--- src/hdl/nearest_point_on_segments_macros.svh ---
// ----------------------------------------------------------------------------
// nearest point on segments: assertion macros
// shared forms for the concurrent checks, sampled on clk, off during reset
// ----------------------------------------------------------------------------
`ifndef NEAREST_POINT_ON_SEGMENTS_MACROS_SVH
`define NEAREST_POINT_ON_SEGMENTS_MACROS_SVH

// same-cycle implication
`define NPS_ASSERT_NOW(label, ante, cons, msg) \
	label: assert property (@(posedge clk) disable iff (!arst_n) (ante) |-> (cons)) \
		else $error(msg);

// next-cycle implication
`define NPS_ASSERT_NEXT(label, ante, cons, msg) \
	label: assert property (@(posedge clk) disable iff (!arst_n) (ante) |=> (cons)) \
		else $error(msg);

`endif

--- src/hdl/nps_pkg.sv ---
// ----------------------------------------------------------------------------
// nps_pkg
// default widths shared by the channel interfaces and the datapath
// ----------------------------------------------------------------------------
package nps_pkg;

	localparam int COORD_BITS_DEF = 18;
	localparam int FRAC_BITS_DEF  = 16;

endpackage

--- src/hdl/nps_in_if.sv ---
// ----------------------------------------------------------------------------
// nps_in_if
// segment channel: query point, segment endpoints and run flags
// ----------------------------------------------------------------------------
interface nps_in_if #(
	parameter int COORD_BITS = nps_pkg::COORD_BITS_DEF
);
	logic                         valid;
	logic                         ready;
	logic signed [COORD_BITS-1:0] query_x;
	logic signed [COORD_BITS-1:0] query_y;
	logic signed [COORD_BITS-1:0] seg_start_x;
	logic signed [COORD_BITS-1:0] seg_start_y;
	logic signed [COORD_BITS-1:0] seg_end_x;
	logic signed [COORD_BITS-1:0] seg_end_y;
	logic                         endpoints_known;
	logic                         last_segment;

	modport source (
		output valid, query_x, query_y, seg_start_x, seg_start_y,
		       seg_end_x, seg_end_y, endpoints_known, last_segment,
		input  ready
	);

	modport sink (
		input  valid, query_x, query_y, seg_start_x, seg_start_y,
		       seg_end_x, seg_end_y, endpoints_known, last_segment,
		output ready
	);
endinterface

--- src/hdl/nps_out_if.sv ---
// ----------------------------------------------------------------------------
// nps_out_if
// result channel: nearest point and found flag
// ----------------------------------------------------------------------------
interface nps_out_if #(
	parameter int COORD_BITS = nps_pkg::COORD_BITS_DEF
);
	logic                         valid;
	logic                         ready;
	logic signed [COORD_BITS-1:0] nearest_x;
	logic signed [COORD_BITS-1:0] nearest_y;
	logic                         segment_found;

	modport source (
		output valid, nearest_x, nearest_y, segment_found,
		input  ready
	);

	modport sink (
		input  valid, nearest_x, nearest_y, segment_found,
		output ready
	);
endinterface

--- src/hdl/nearest_point_on_segments.sv ---
// ----------------------------------------------------------------------------
// nearest_point_on_segments
// projects a query onto a run of segments and reports the closest point
// ----------------------------------------------------------------------------
// One segment item is taken at a time; ready stays low until it is done.
// A skipped segment (unknown endpoints) goes straight to the final step, a
// zero-length one stops once length and numerator are formed, a clamped one
// goes on to the distance, and one that needs the projection parameter (Q0.16
// at the default) also runs the bit-per-cycle restoring divider and makes
// the eight passes through the single shared multiplier. On the last segment
// of a run the result goes into an output register, so the next run can start
// while it waits to be taken; the block only holds in its final step if an
// earlier result is still waiting. Ties keep the earlier segment.
// ----------------------------------------------------------------------------
`include "nearest_point_on_segments_macros.svh"

module nearest_point_on_segments #(
	parameter int COORD_BITS = nps_pkg::COORD_BITS_DEF,
	parameter int FRAC_BITS  = nps_pkg::FRAC_BITS_DEF
) (
	input  logic      clk,
	input  logic      arst_n,
	nps_in_if.sink    seg_in,
	nps_out_if.source nearest_out
);

	localparam int CW     = COORD_BITS;
	localparam int DW     = CW + 1;
	localparam int PCW    = CW + 2;
	localparam int MW     = (CW + 2 > FRAC_BITS + 1) ? CW + 2 : FRAC_BITS + 1;
	localparam int PW     = 2 * MW;
	localparam int LEN_W  = 2 * CW + 2;
	localparam int NUM_W  = 2 * CW + 3;
	localparam int DIST_W = 2 * CW + 2;
	localparam int CNT_W  = $clog2(FRAC_BITS);

	localparam logic [3:0] S_IDLE = 4'd0;
	localparam logic [3:0] S_LEN0 = 4'd1;
	localparam logic [3:0] S_LEN1 = 4'd2;
	localparam logic [3:0] S_NUM0 = 4'd3;
	localparam logic [3:0] S_NUM1 = 4'd4;
	localparam logic [3:0] S_NUMS = 4'd5;
	localparam logic [3:0] S_CLS  = 4'd6;
	localparam logic [3:0] S_DIV  = 4'd7;
	localparam logic [3:0] S_PX   = 4'd8;
	localparam logic [3:0] S_PY   = 4'd9;
	localparam logic [3:0] S_PYW  = 4'd10;
	localparam logic [3:0] S_D0   = 4'd11;
	localparam logic [3:0] S_D1   = 4'd12;
	localparam logic [3:0] S_D2   = 4'd13;
	localparam logic [3:0] S_UPD  = 4'd14;
	localparam logic [3:0] S_FIN  = 4'd15;

	logic [3:0] state_q;

	logic signed [CW-1:0]  qx_q, qy_q, ax_q, ay_q, bx_q, by_q;
	logic                  last_q;
	logic signed [DW-1:0]  dx_q, dy_q, ux_q, uy_q;
	logic [LEN_W-1:0]      len_q;
	logic signed [NUM_W-1:0] num_q;
	logic [NUM_W-1:0]      rem_q;
	logic [FRAC_BITS-1:0]  quo_q;
	logic [CNT_W-1:0]      cnt_q;
	logic signed [PCW-1:0] px_q, py_q;
	logic [DIST_W-1:0]     dist_q;
	logic [DIST_W-1:0]     least_q;
	logic signed [CW-1:0]  best_x_q, best_y_q;
	logic                  any_found_q;

	logic                  out_valid_q;
	logic signed [CW-1:0]  out_x_q, out_y_q;
	logic                  out_found_q;

	logic                  mul_en;
	logic signed [MW-1:0]  mul_a, mul_b;
	logic signed [PW-1:0]  prod_q;

	logic signed [PCW-1:0] ex, ey;
	logic [NUM_W-1:0]      rem_sh;
	logic [NUM_W-1:0]      len_ext;
	logic signed [PCW-1:0] rnd_pt;
	logic                  out_load;
	logic                  accept;

	// round half toward +infinity after dropping the fraction bits
	function automatic logic signed [PCW-1:0] scale_round(input logic signed [PW-1:0] v);
		logic signed [PW-1:0] w;
		w = v + (PW'(1) <<< (FRAC_BITS - 1));
		return PCW'(w >>> FRAC_BITS);
	endfunction

	assign accept         = seg_in.valid && seg_in.ready;
	assign seg_in.ready   = (state_q == S_IDLE);
	assign ex             = px_q - PCW'(qx_q);
	assign ey             = py_q - PCW'(qy_q);
	assign len_ext        = NUM_W'(len_q);
	assign rem_sh         = {rem_q[NUM_W-2:0], 1'b0};
	assign out_load       = (state_q == S_FIN) && last_q && (!out_valid_q || nearest_out.ready);

	// the adder for the projected point follows the rounded product
	always_comb begin
		rnd_pt = scale_round(prod_q);
	end

	always_comb begin
		mul_en = 1'b1;
		mul_a  = '0;
		mul_b  = '0;
		case (state_q)
			S_LEN0: begin
				mul_a = MW'(dx_q);
				mul_b = MW'(dx_q);
			end
			S_LEN1: begin
				mul_a = MW'(dy_q);
				mul_b = MW'(dy_q);
			end
			S_NUM0: begin
				mul_a = MW'(ux_q);
				mul_b = MW'(dx_q);
			end
			S_NUM1: begin
				mul_a = MW'(uy_q);
				mul_b = MW'(dy_q);
			end
			S_PX: begin
				mul_a = MW'({1'b0, quo_q});
				mul_b = MW'(dx_q);
			end
			S_PY: begin
				mul_a = MW'({1'b0, quo_q});
				mul_b = MW'(dy_q);
			end
			S_D0: begin
				mul_a = MW'(ex);
				mul_b = MW'(ex);
			end
			S_D1: begin
				mul_a = MW'(ey);
				mul_b = MW'(ey);
			end
			default: begin
				mul_en = 1'b0;
			end
		endcase
	end

	nps_mul #(
		.MW (MW)
	) u_mul (
		.clk (clk),
		.en  (mul_en),
		.a   (mul_a),
		.b   (mul_b),
		.p_q (prod_q)
	);

	// item fields and working registers
	always_ff @(posedge clk) begin
		case (state_q)
			S_IDLE: begin
				if (accept) begin
					qx_q    <= seg_in.query_x;
					qy_q    <= seg_in.query_y;
					ax_q    <= seg_in.seg_start_x;
					ay_q    <= seg_in.seg_start_y;
					bx_q    <= seg_in.seg_end_x;
					by_q    <= seg_in.seg_end_y;
					last_q  <= seg_in.last_segment;
					dx_q    <= DW'(seg_in.seg_end_x) - DW'(seg_in.seg_start_x);
					dy_q    <= DW'(seg_in.seg_end_y) - DW'(seg_in.seg_start_y);
					ux_q    <= DW'(seg_in.query_x) - DW'(seg_in.seg_start_x);
					uy_q    <= DW'(seg_in.query_y) - DW'(seg_in.seg_start_y);
				end
			end
			S_LEN1: len_q <= LEN_W'(prod_q);
			S_NUM0: len_q <= len_q + LEN_W'(prod_q);
			S_NUM1: num_q <= NUM_W'(prod_q);
			S_NUMS: num_q <= num_q + NUM_W'(prod_q);
			S_CLS: begin
				rem_q <= NUM_W'(num_q);
				quo_q <= '0;
				cnt_q <= '0;
				if (num_q <= 0) begin
					px_q <= PCW'(ax_q);
					py_q <= PCW'(ay_q);
				end else begin
					px_q <= PCW'(bx_q);
					py_q <= PCW'(by_q);
				end
			end
			S_DIV: begin
				cnt_q <= cnt_q + 1'b1;
				if (rem_sh >= len_ext) begin
					rem_q <= rem_sh - len_ext;
					quo_q <= {quo_q[FRAC_BITS-2:0], 1'b1};
				end else begin
					rem_q <= rem_sh;
					quo_q <= {quo_q[FRAC_BITS-2:0], 1'b0};
				end
			end
			S_PY:  px_q <= PCW'(ax_q) + rnd_pt;
			S_PYW: py_q <= PCW'(ay_q) + rnd_pt;
			S_D1:  dist_q <= DIST_W'(prod_q);
			S_D2:  dist_q <= dist_q + DIST_W'(prod_q);
			default: begin
			end
		endcase
	end

	// sequencer and run state
	always_ff @(posedge clk or negedge arst_n) begin
		if (!arst_n) begin
			state_q     <= S_IDLE;
			least_q     <= '1;
			best_x_q    <= '0;
			best_y_q    <= '0;
			any_found_q <= 1'b0;
		end else begin
			case (state_q)
				S_IDLE: begin
					if (accept) begin
						state_q <= seg_in.endpoints_known ? S_LEN0 : S_FIN;
					end
				end
				S_LEN0: state_q <= S_LEN1;
				S_LEN1: state_q <= S_NUM0;
				S_NUM0: state_q <= S_NUM1;
				S_NUM1: state_q <= S_NUMS;
				S_NUMS: state_q <= S_CLS;
				S_CLS: begin
					if (len_q == '0) begin
						state_q <= S_FIN;
					end else if (num_q <= 0 || num_q >= signed'(len_ext)) begin
						state_q <= S_D0;
					end else begin
						state_q <= S_DIV;
					end
				end
				S_DIV: begin
					if (cnt_q == CNT_W'(FRAC_BITS - 1)) begin
						state_q <= S_PX;
					end
				end
				S_PX:  state_q <= S_PY;
				S_PY:  state_q <= S_PYW;
				S_PYW: state_q <= S_D0;
				S_D0:  state_q <= S_D1;
				S_D1:  state_q <= S_D2;
				S_D2:  state_q <= S_UPD;
				S_UPD: begin
					if (dist_q < least_q) begin
						least_q     <= dist_q;
						best_x_q    <= CW'(px_q);
						best_y_q    <= CW'(py_q);
						any_found_q <= 1'b1;
					end
					state_q <= S_FIN;
				end
				S_FIN: begin
					if (!last_q) begin
						state_q <= S_IDLE;
					end else if (out_load) begin
						least_q     <= '1;
						best_x_q    <= '0;
						best_y_q    <= '0;
						any_found_q <= 1'b0;
						state_q     <= S_IDLE;
					end
				end
				default: state_q <= S_IDLE;
			endcase
		end
	end

	// output register
	always_ff @(posedge clk or negedge arst_n) begin
		if (!arst_n) begin
			out_valid_q <= 1'b0;
		end else if (out_load) begin
			out_valid_q <= 1'b1;
		end else if (nearest_out.ready) begin
			out_valid_q <= 1'b0;
		end
	end

	always_ff @(posedge clk) begin
		if (out_load) begin
			out_x_q     <= any_found_q ? best_x_q : qx_q;
			out_y_q     <= any_found_q ? best_y_q : qy_q;
			out_found_q <= any_found_q;
		end
	end

	assign nearest_out.valid         = out_valid_q;
	assign nearest_out.nearest_x     = out_x_q;
	assign nearest_out.nearest_y     = out_y_q;
	assign nearest_out.segment_found = out_found_q;

	`NPS_ASSERT_NEXT(a_busy_after_accept, accept, !seg_in.ready, "ready high right after an item")
	`NPS_ASSERT_NOW(a_empty_run_is_inf, !any_found_q, least_q == '1, "best distance set with no segment")
	`NPS_ASSERT_NOW(a_cleared_on_result, $rose(nearest_out.valid), !any_found_q && state_q == S_IDLE, "run state not cleared on result")

endmodule

--- src/hdl/nps_mul.sv ---
// ----------------------------------------------------------------------------
// nps_mul
// shared signed multiplier with a registered product
// ----------------------------------------------------------------------------
module nps_mul #(
	parameter int MW = nps_pkg::COORD_BITS_DEF + 2
) (
	input  logic                   clk,
	input  logic                   en,
	input  logic signed [MW-1:0]   a,
	input  logic signed [MW-1:0]   b,
	output logic signed [2*MW-1:0] p_q
);

	always_ff @(posedge clk) begin
		if (en) begin
			p_q <= a * b;
		end
	end

endmodule
--- src/flat_wrapper.sv ---
// flat-port wrapper written by rule: the top's interface ports become plain ports
module nearest_point_on_segments_flat 
#(
	parameter int COORD_BITS = nps_pkg::COORD_BITS_DEF,
	parameter int FRAC_BITS  = nps_pkg::FRAC_BITS_DEF
)
  (clk, arst_n, seg_in_valid, seg_in_query_x, seg_in_query_y, seg_in_seg_start_x, seg_in_seg_start_y, seg_in_seg_end_x, seg_in_seg_end_y, seg_in_endpoints_known, seg_in_last_segment, seg_in_ready, nearest_out_valid, nearest_out_nearest_x, nearest_out_nearest_y, nearest_out_segment_found, nearest_out_ready);
  nps_in_if #(.COORD_BITS(COORD_BITS)) seg_in_i ();
  nps_out_if #(.COORD_BITS(COORD_BITS)) nearest_out_i ();
  input  logic clk;
  input  logic arst_n;
  input wire logic [$bits(seg_in_i.valid)-1:0] seg_in_valid;
  input wire logic [$bits(seg_in_i.query_x)-1:0] seg_in_query_x;
  input wire logic [$bits(seg_in_i.query_y)-1:0] seg_in_query_y;
  input wire logic [$bits(seg_in_i.seg_start_x)-1:0] seg_in_seg_start_x;
  input wire logic [$bits(seg_in_i.seg_start_y)-1:0] seg_in_seg_start_y;
  input wire logic [$bits(seg_in_i.seg_end_x)-1:0] seg_in_seg_end_x;
  input wire logic [$bits(seg_in_i.seg_end_y)-1:0] seg_in_seg_end_y;
  input wire logic [$bits(seg_in_i.endpoints_known)-1:0] seg_in_endpoints_known;
  input wire logic [$bits(seg_in_i.last_segment)-1:0] seg_in_last_segment;
  output wire logic [$bits(seg_in_i.ready)-1:0] seg_in_ready;
  output wire logic [$bits(nearest_out_i.valid)-1:0] nearest_out_valid;
  output wire logic [$bits(nearest_out_i.nearest_x)-1:0] nearest_out_nearest_x;
  output wire logic [$bits(nearest_out_i.nearest_y)-1:0] nearest_out_nearest_y;
  output wire logic [$bits(nearest_out_i.segment_found)-1:0] nearest_out_segment_found;
  input wire logic [$bits(nearest_out_i.ready)-1:0] nearest_out_ready;
  assign seg_in_i.valid = seg_in_valid;
  assign seg_in_i.query_x = seg_in_query_x;
  assign seg_in_i.query_y = seg_in_query_y;
  assign seg_in_i.seg_start_x = seg_in_seg_start_x;
  assign seg_in_i.seg_start_y = seg_in_seg_start_y;
  assign seg_in_i.seg_end_x = seg_in_seg_end_x;
  assign seg_in_i.seg_end_y = seg_in_seg_end_y;
  assign seg_in_i.endpoints_known = seg_in_endpoints_known;
  assign seg_in_i.last_segment = seg_in_last_segment;
  assign seg_in_ready = seg_in_i.ready;
  assign nearest_out_valid = nearest_out_i.valid;
  assign nearest_out_nearest_x = nearest_out_i.nearest_x;
  assign nearest_out_nearest_y = nearest_out_i.nearest_y;
  assign nearest_out_segment_found = nearest_out_i.segment_found;
  assign nearest_out_i.ready = nearest_out_ready;
  nearest_point_on_segments #(.COORD_BITS(COORD_BITS), .FRAC_BITS(FRAC_BITS)) u_core (.clk(clk), .arst_n(arst_n), .seg_in(seg_in_i), .nearest_out(nearest_out_i));
endmodule
--- config.mk ---
export PLATFORM = sky130hd
export DESIGN_NAME = nearest_point_on_segments_flat
export DESIGN_NICKNAME = d
export VERILOG_FILES = /design/src/hdl/nps_pkg.sv /design/src/hdl/nps_in_if.sv /design/src/hdl/nps_out_if.sv /design/src/hdl/nearest_point_on_segments.sv /design/src/hdl/nps_mul.sv /design/src/flat_wrapper.sv
export VERILOG_INCLUDE_DIRS = /design/src /design/src/hdl
export SDC_FILE = /design/constraint.sdc
export NUM_CORES = 2
export LEC_CHECK = 0
export BUFFER_PORTS_ARGS = -buffer_cell sky130_fd_sc_hd__buf_4
export CORE_MARGIN = 2
export CORE_UTILIZATION = 59
export CTS_BUF_LIST = sky130_fd_sc_hd__clkbuf_8
export DETAILED_ROUTE_END_ITERATION = 16
export GPL_ROUTABILITY_DRIVEN = 0
export PLACE_DENSITY = 0.81
export SETUP_SLACK_MARGIN = 0.5
export SYNTH_ARGS = -nofsm -noshare
export SYNTH_HDL_FRONTEND = slang
export SYNTH_SLANG_ARGS = --single-unit
export TNS_END_PERCENT = 50
--- constraint.sdc ---
create_clock -name clk -period 24.6 [get_ports clk]
set_input_delay 4.92 -clock clk [delete_from_list [all_inputs] [get_ports clk]]
set_output_delay 4.92 -clock clk [all_outputs]
set_load 0.02 [all_outputs]
Word-level counts from Yosys, hierarchy flattened
Index checks and enable logic that the tools add are counted.
{"block": "totals", "reg_bits": 554, "input_bits": 114, "word_cells": 134, "output_inout_bits": 39}
{"block": "classes", "n_reduce_logical": 23, "multipliers": 1, "add_sub_neg": 14, "eq_ne": 22, "n_lt_le_gt_ge": 4, "muxes": 41}
{"op": "38-bit one-hot mux with 2 select lines", "n": 4}
{"op": "38-bit 2-to-1 mux", "n": 4}
{"op": "20-bit one-hot mux with 7 select lines", "n": 1}
{"op": "18-bit 2-to-1 mux", "n": 6}
{"op": "20-bit one-hot mux with 2 select lines", "n": 2}
{"op": "20-bit one-hot mux with 4 select lines", "n": 1}
{"op": "39-bit one-hot mux with 2 select lines", "n": 1}
{"op": "38-bit adder", "n": 2}
{"op": "18-bit by 18-bit subtractor with 19-bit output", "n": 4}
{"op": "18-bit one-hot mux with 2 select lines", "n": 2}
{"op": "4-bit one-hot mux with 16 select lines", "n": 1}
{"op": "18-bit by 20-bit adder with 20-bit output", "n": 2}
{"op": "20-bit 2-to-1 mux", "n": 2}
{"op": "20-bit by 18-bit subtractor with 20-bit output", "n": 2}
{"op": "39-bit adder", "n": 1}
{"op": "39-bit by 38-bit >= comparator with 1-bit output", "n": 1}
{"op": "39-bit >= comparator", "n": 1}
{"op": "39-bit by 1-bit <= comparator with 1-bit output (second input constant)", "n": 1}
{"op": "20-bit by 20-bit multiplier with 39-bit output", "n": 1}
{"op": "38-bit zero test", "n": 1}
{"op": "38-bit less-than comparator", "n": 1}
{"op": "38-bit subtractor", "n": 1}
{"op": "36-bit by 17-bit adder with 36-bit output (second input constant)", "n": 1}
{"op": "4-bit equality test (second input constant)", "n": 9}
{"op": "23 further kinds", "n": 53}

Longest topological paths before layout
{"block": "depth", "depth_word": 6, "mapped_depth": 42, "depth_no_buf": 41}

Cells and area by module
A second synthesis with hierarchy kept.
{"block": "hier_totals", "hier_cells": 5439, "area_unflattened_um2": 52715.6}
{"mod": "nearest_point_on_segments", "cells_per_inst": 3732, "seq_area_each_um2": 15112.0, "area_each_um2": 36341.1, "n_inst": 1}
{"mod": "nps_mul", "cells_per_inst": 1707, "seq_area_each_um2": 1201.2, "area_each_um2": 16374.5, "n_inst": 1}

Worst setup path before layout
OpenSTA, ideal clock, no wires.
{"block": "synth_timing", "path_type": "input -> register", "from": "in seg_in_valid", "to": "reg u_core.ax_q[0], enable pin", "required_ns": 24.030, "cell_stages": 1, "setup_ns": 0.570, "arrival_ns": 9.181, "n_path_buf": 0, "slack_ns": 14.850, "cell_sequence": "and3_1"}
{"block": "synth_via", "elab_chain_cells": 2}
{"item": "start, declared", "line": "flat_wrapper.sv:12", "rtl": "input wire logic [$bits(seg_in_i.valid)-1:0] seg_in_valid;"}
{"item": "1-bit logical AND", "line": "nearest_point_on_segments.sv:92", "rtl": "assign accept = seg_in.valid && seg_in.ready;"}
{"item": "2-bit AND reduction (no line)"}
{"item": "end signal, assigned", "line": "nearest_point_on_segments.sv:165", "rtl": "ax_q <= seg_in.seg_start_x;"}
{"item": "end, declared", "line": "nearest_point_on_segments.sv:56", "rtl": "logic signed [CW-1:0] qx_q, qy_q, ax_q, ay_q, bx_q, by_q;"}
No other way between the ends.
A chain may end at the register's enable or synchronous reset.

Final worst setup path
{"block": "layout_timing", "from": "reg u_core.px_q[0]", "to": "reg u_core.u_mul.p_q[38] (data pin)"}
{"block": "layout_via", "elab_chain_cells": 3, "elab_cells_between_ends": 4, "classes_between": "1 x add/sub; 1 x mul; 2 x mux"}
{"item": "start, declared", "line": "nearest_point_on_segments.sv:64", "rtl": "logic signed [PCW-1:0] px_q, py_q;"}
{"item": "start signal, assigned", "line": "nearest_point_on_segments.sv:185", "rtl": "px_q <= PCW'(ax_q);"}
{"item": "start signal, assigned", "line": "nearest_point_on_segments.sv:188", "rtl": "px_q <= PCW'(bx_q);"}
{"item": "start signal, assigned", "line": "nearest_point_on_segments.sv:202", "rtl": "S_PY: px_q <= PCW'(ax_q) + rnd_pt;"}
{"item": "20-bit by 18-bit subtractor with 20-bit output *", "line": "nearest_point_on_segments.sv:94", "rtl": "assign ex = px_q - PCW'(qx_q);"}
{"item": "20-bit one-hot mux with 7 select lines or 20-bit one-hot mux with 4 select lines (tied branches)", "line": "nearest_point_on_segments.sv:109", "rtl": "case (state_q)"}
{"item": "20-bit by 20-bit multiplier with 39-bit output *", "line": "nps_mul.sv:17", "rtl": "p_q <= a * b;"}
{"item": "end signal, assigned", "line": "nps_mul.sv:17"}
{"item": "end, declared", "line": "nps_mul.sv:12", "rtl": "output logic signed [2*MW-1:0] p_q"}
Every way passes the cells marked *; elsewhere a longest branch is shown, timed or not.

==> metrics <==
R2R Setup Slk 13630 ps; number of distinct library cells after synthesis 90; Worst Hold Path Cells 1; largest net degree at the start of global routing 84; Synth Instances 5451; die height 302 um; Global Route Usage Sum 34.3%; crit path kind register to register; Final Instance Area 56700 um^2; Initial Utilization 59.4%; TritonRoute pass-1 iters 12; hold_sp u_core.py_q[15]; row cnt 109; DIE WIDTH 302 um; core area 88200 um^2; maximum fanout along the worst path 10; top_reg_cell synth edfxtp_1; Min-Delay Path Class register to register; Iter 0 DRT Violations 5351; TritonCTS clock tree yes; final critical-path required period 10970 ps; RSZ-0062 raised after global routing false; Placement Cell Area 54900 um^2; syn nets 6470; Routed Antenna Nets 0; Inst Count DP 6661; crit path capture type register; Worst path slowest cell fa_1; final setup fails 0; synthesized area 52400 um^2; total grt overflow 0; Slew @ Worst Pin 1260 ps; Max Cap Violations 0; sequential-to-total area share from yosys stat 31.1%; first-pass GRT wire length 238000 um; Die ar. 91200 um^2; DR WL/cell 22.7 um; share of layout cells above drive strength 1 9.62%; Slew Limit Fails 0; Fin. Hold Viols 0; Layout Area Growth over Synthesis 8.30%; R2R Path Start u_core.px_q[0]; clock buffer depth 3; Worst Hold Path EP u_core.best_y_q[15]; cts hold-fix bufs 0; vias in the first global route 42686; Yosys reg bits 554; WP data required 25120 ps; run status completed; synthesized area per cell 9.61 um^2; Post-synth EDFFs 474; Residual DRC 0; synth warn 0; R2R Path End u_core.u_mul.p_q[38]; root buffer cell clkbuf_8; final std cells w/o fill 6836; CTS Buf Count 96; clk_skew 66.9 ps; vias per cell 6.20; FMAX 91.2 MHz; WP data arrival 11490 ps; final net count 6614; Total Wirelength 155000 um; setup_tns 0 ps; clk_lat worst skew 780 ps; initial antenna violation count 7; Worst R2R Path Depth 41; H-tree Lvls 3; fin crit share 44.6%; # resized after CTS 0; Most common cell on crit path fa_1; Clock Pin Slew Worst Setup and Hold Paths 70 ps; Post-CTS Setup Inserts 0; launch point of the worst path u_core.px_q[0]; total I/O pin count 153; DP HPWL 118000 um; clk sinks 554; ys async rst share 14.4%; Slew HR 16.3%; routed vias 42409; critical path's largest stage delay 580 ps; startpoint types register; Port Buffers 152
## cell families after synthesis
| group | share of synthesized area (%) |
|---|---|
| XOR/XNOR | 4.98 |
| multiplexers | 2.59 |
| flip-flops | 31.1 |
| adder cells (fa/ha/maj) | 27.7 |
| buffers and inverters | 6.40 |
| AND/OR/NAND/NOR | 13.2 |
| AO/OA/AOI/OAI | 14.0 |
## flip-flops by register name, summed over array words and instances, names as in the netlist, 19 cells and up
name and count:
u_core.dist_q 38, u_core.dx_q 19, u_core.dy_q 19, u_core.least_q 38
u_core.len_q 38, u_core.num_q 39, u_core.px_q 20, u_core.py_q 20
u_core.rem_q 38, u_core.u_mul.p_q 39, u_core.ux_q 19, u_core.uy_q 19
## worst max-delay path: cells and delay by family, from the launching register on
family                     cells  cell delay [ps]
AOI/OAI and AO/OA             16             3990
xor gates and xnor gates       3              470
adders and majority gates     10             4470
buffers and inverters          7              420
DFF                            1              400
and+or+nand+nor                5             1000
## area by class of cell
type,count,area (um^2)
tap,1165,1460
inverter,712,2670
clock buffer,102,1400
antenna,3,7.51
timing repair buffer,218,1630
fill,6890,31500
clock inverter,69,398
multi-input combinational,4013,32900
sequential,554,16300
## per-layer routing
layer	part of all wire (%)	vias up	global-route usage (%)	wire length, um
li1	-	18961	-	-
met1	36	20200	42.8	56400
met2	44	2550	53.1	67700
met3	11	692	7.33	17300
met4	8.6	6	24.8	13400
met5	0.029	-	0	45
## layout by cell type, fill, tap and decap left out, types with 85 or more instances in the layout
master    instances
xnor2_1         180
mux2_2           86
a21o_1          157
inv_1           744
nor2b_1          85
o21ai_0         345
nand2_1         603
nor2_1          423
clkbuf_8        102
xor2_1          118
fa_1            425
ha_1            480
a21oi_1         239
edfxtp_1        474
buf_4           216
## cells in the mapped netlist, drive strengths merged (23+ instances only)
master / count / area share, %
inv: 712 / 5.1
nand2: 605 / 4.3
ha: 480 / 11
edfxtp: 474 / 27
nor2: 429 / 3.1
fa: 425 / 16
o21ai: 356 / 3.4
a21oi: 242 / 2.3
xnor2: 180 / 3.0
a21o: 157 / 2.3
clkbuf: 147 / 1.1
xor2: 118 / 2.0
nor2b: 87 / 1.1
mux2: 86 / 1.8
nand3: 71 / 0.68
o21a: 58 / 0.83
and3: 57 / 0.68
nand2b: 57 / 0.68
nor3: 57 / 0.54
a31oi: 56 / 0.68
dfrtp: 42 / 2.0
mux2i: 39 / 0.75
dfstp: 38 / 1.9
o21bai: 37 / 0.53
nand4: 34 / 0.41
and2: 32 / 0.38
or2: 32 / 0.38
buf: 25 / 0.24
nor4: 24 / 0.29
a21boi: 23 / 0.33
## how the worst max path moves through the flow
stage	end	slack, ps	depth (start not counted)
global route	u_core.u_mul.p_q[38]	12940	41
CTS	u_core.u_mul.p_q[38]	13800	41
floorplan	u_core.ax_q[0]	14850	1
detailed placement	u_core.u_mul.p_q[38]	13830	41
global placement	u_core.u_mul.p_q[38]	14150	30
finish	u_core.u_mul.p_q[38]	13630	41
## through the flow
step,setup slack [ps],util [%],hold WS [ps]
floorplan,14850,-,423
global placement,14150,62.2,495
CTS,13800,64.3,484
global route,12940,64.3,508
finish,13630,64.3,474
detailed placement,13830,62.2,506
Power is not shown: default switching activity piles up to over one toggle a cycle in this logic, so the estimate is an artifact.
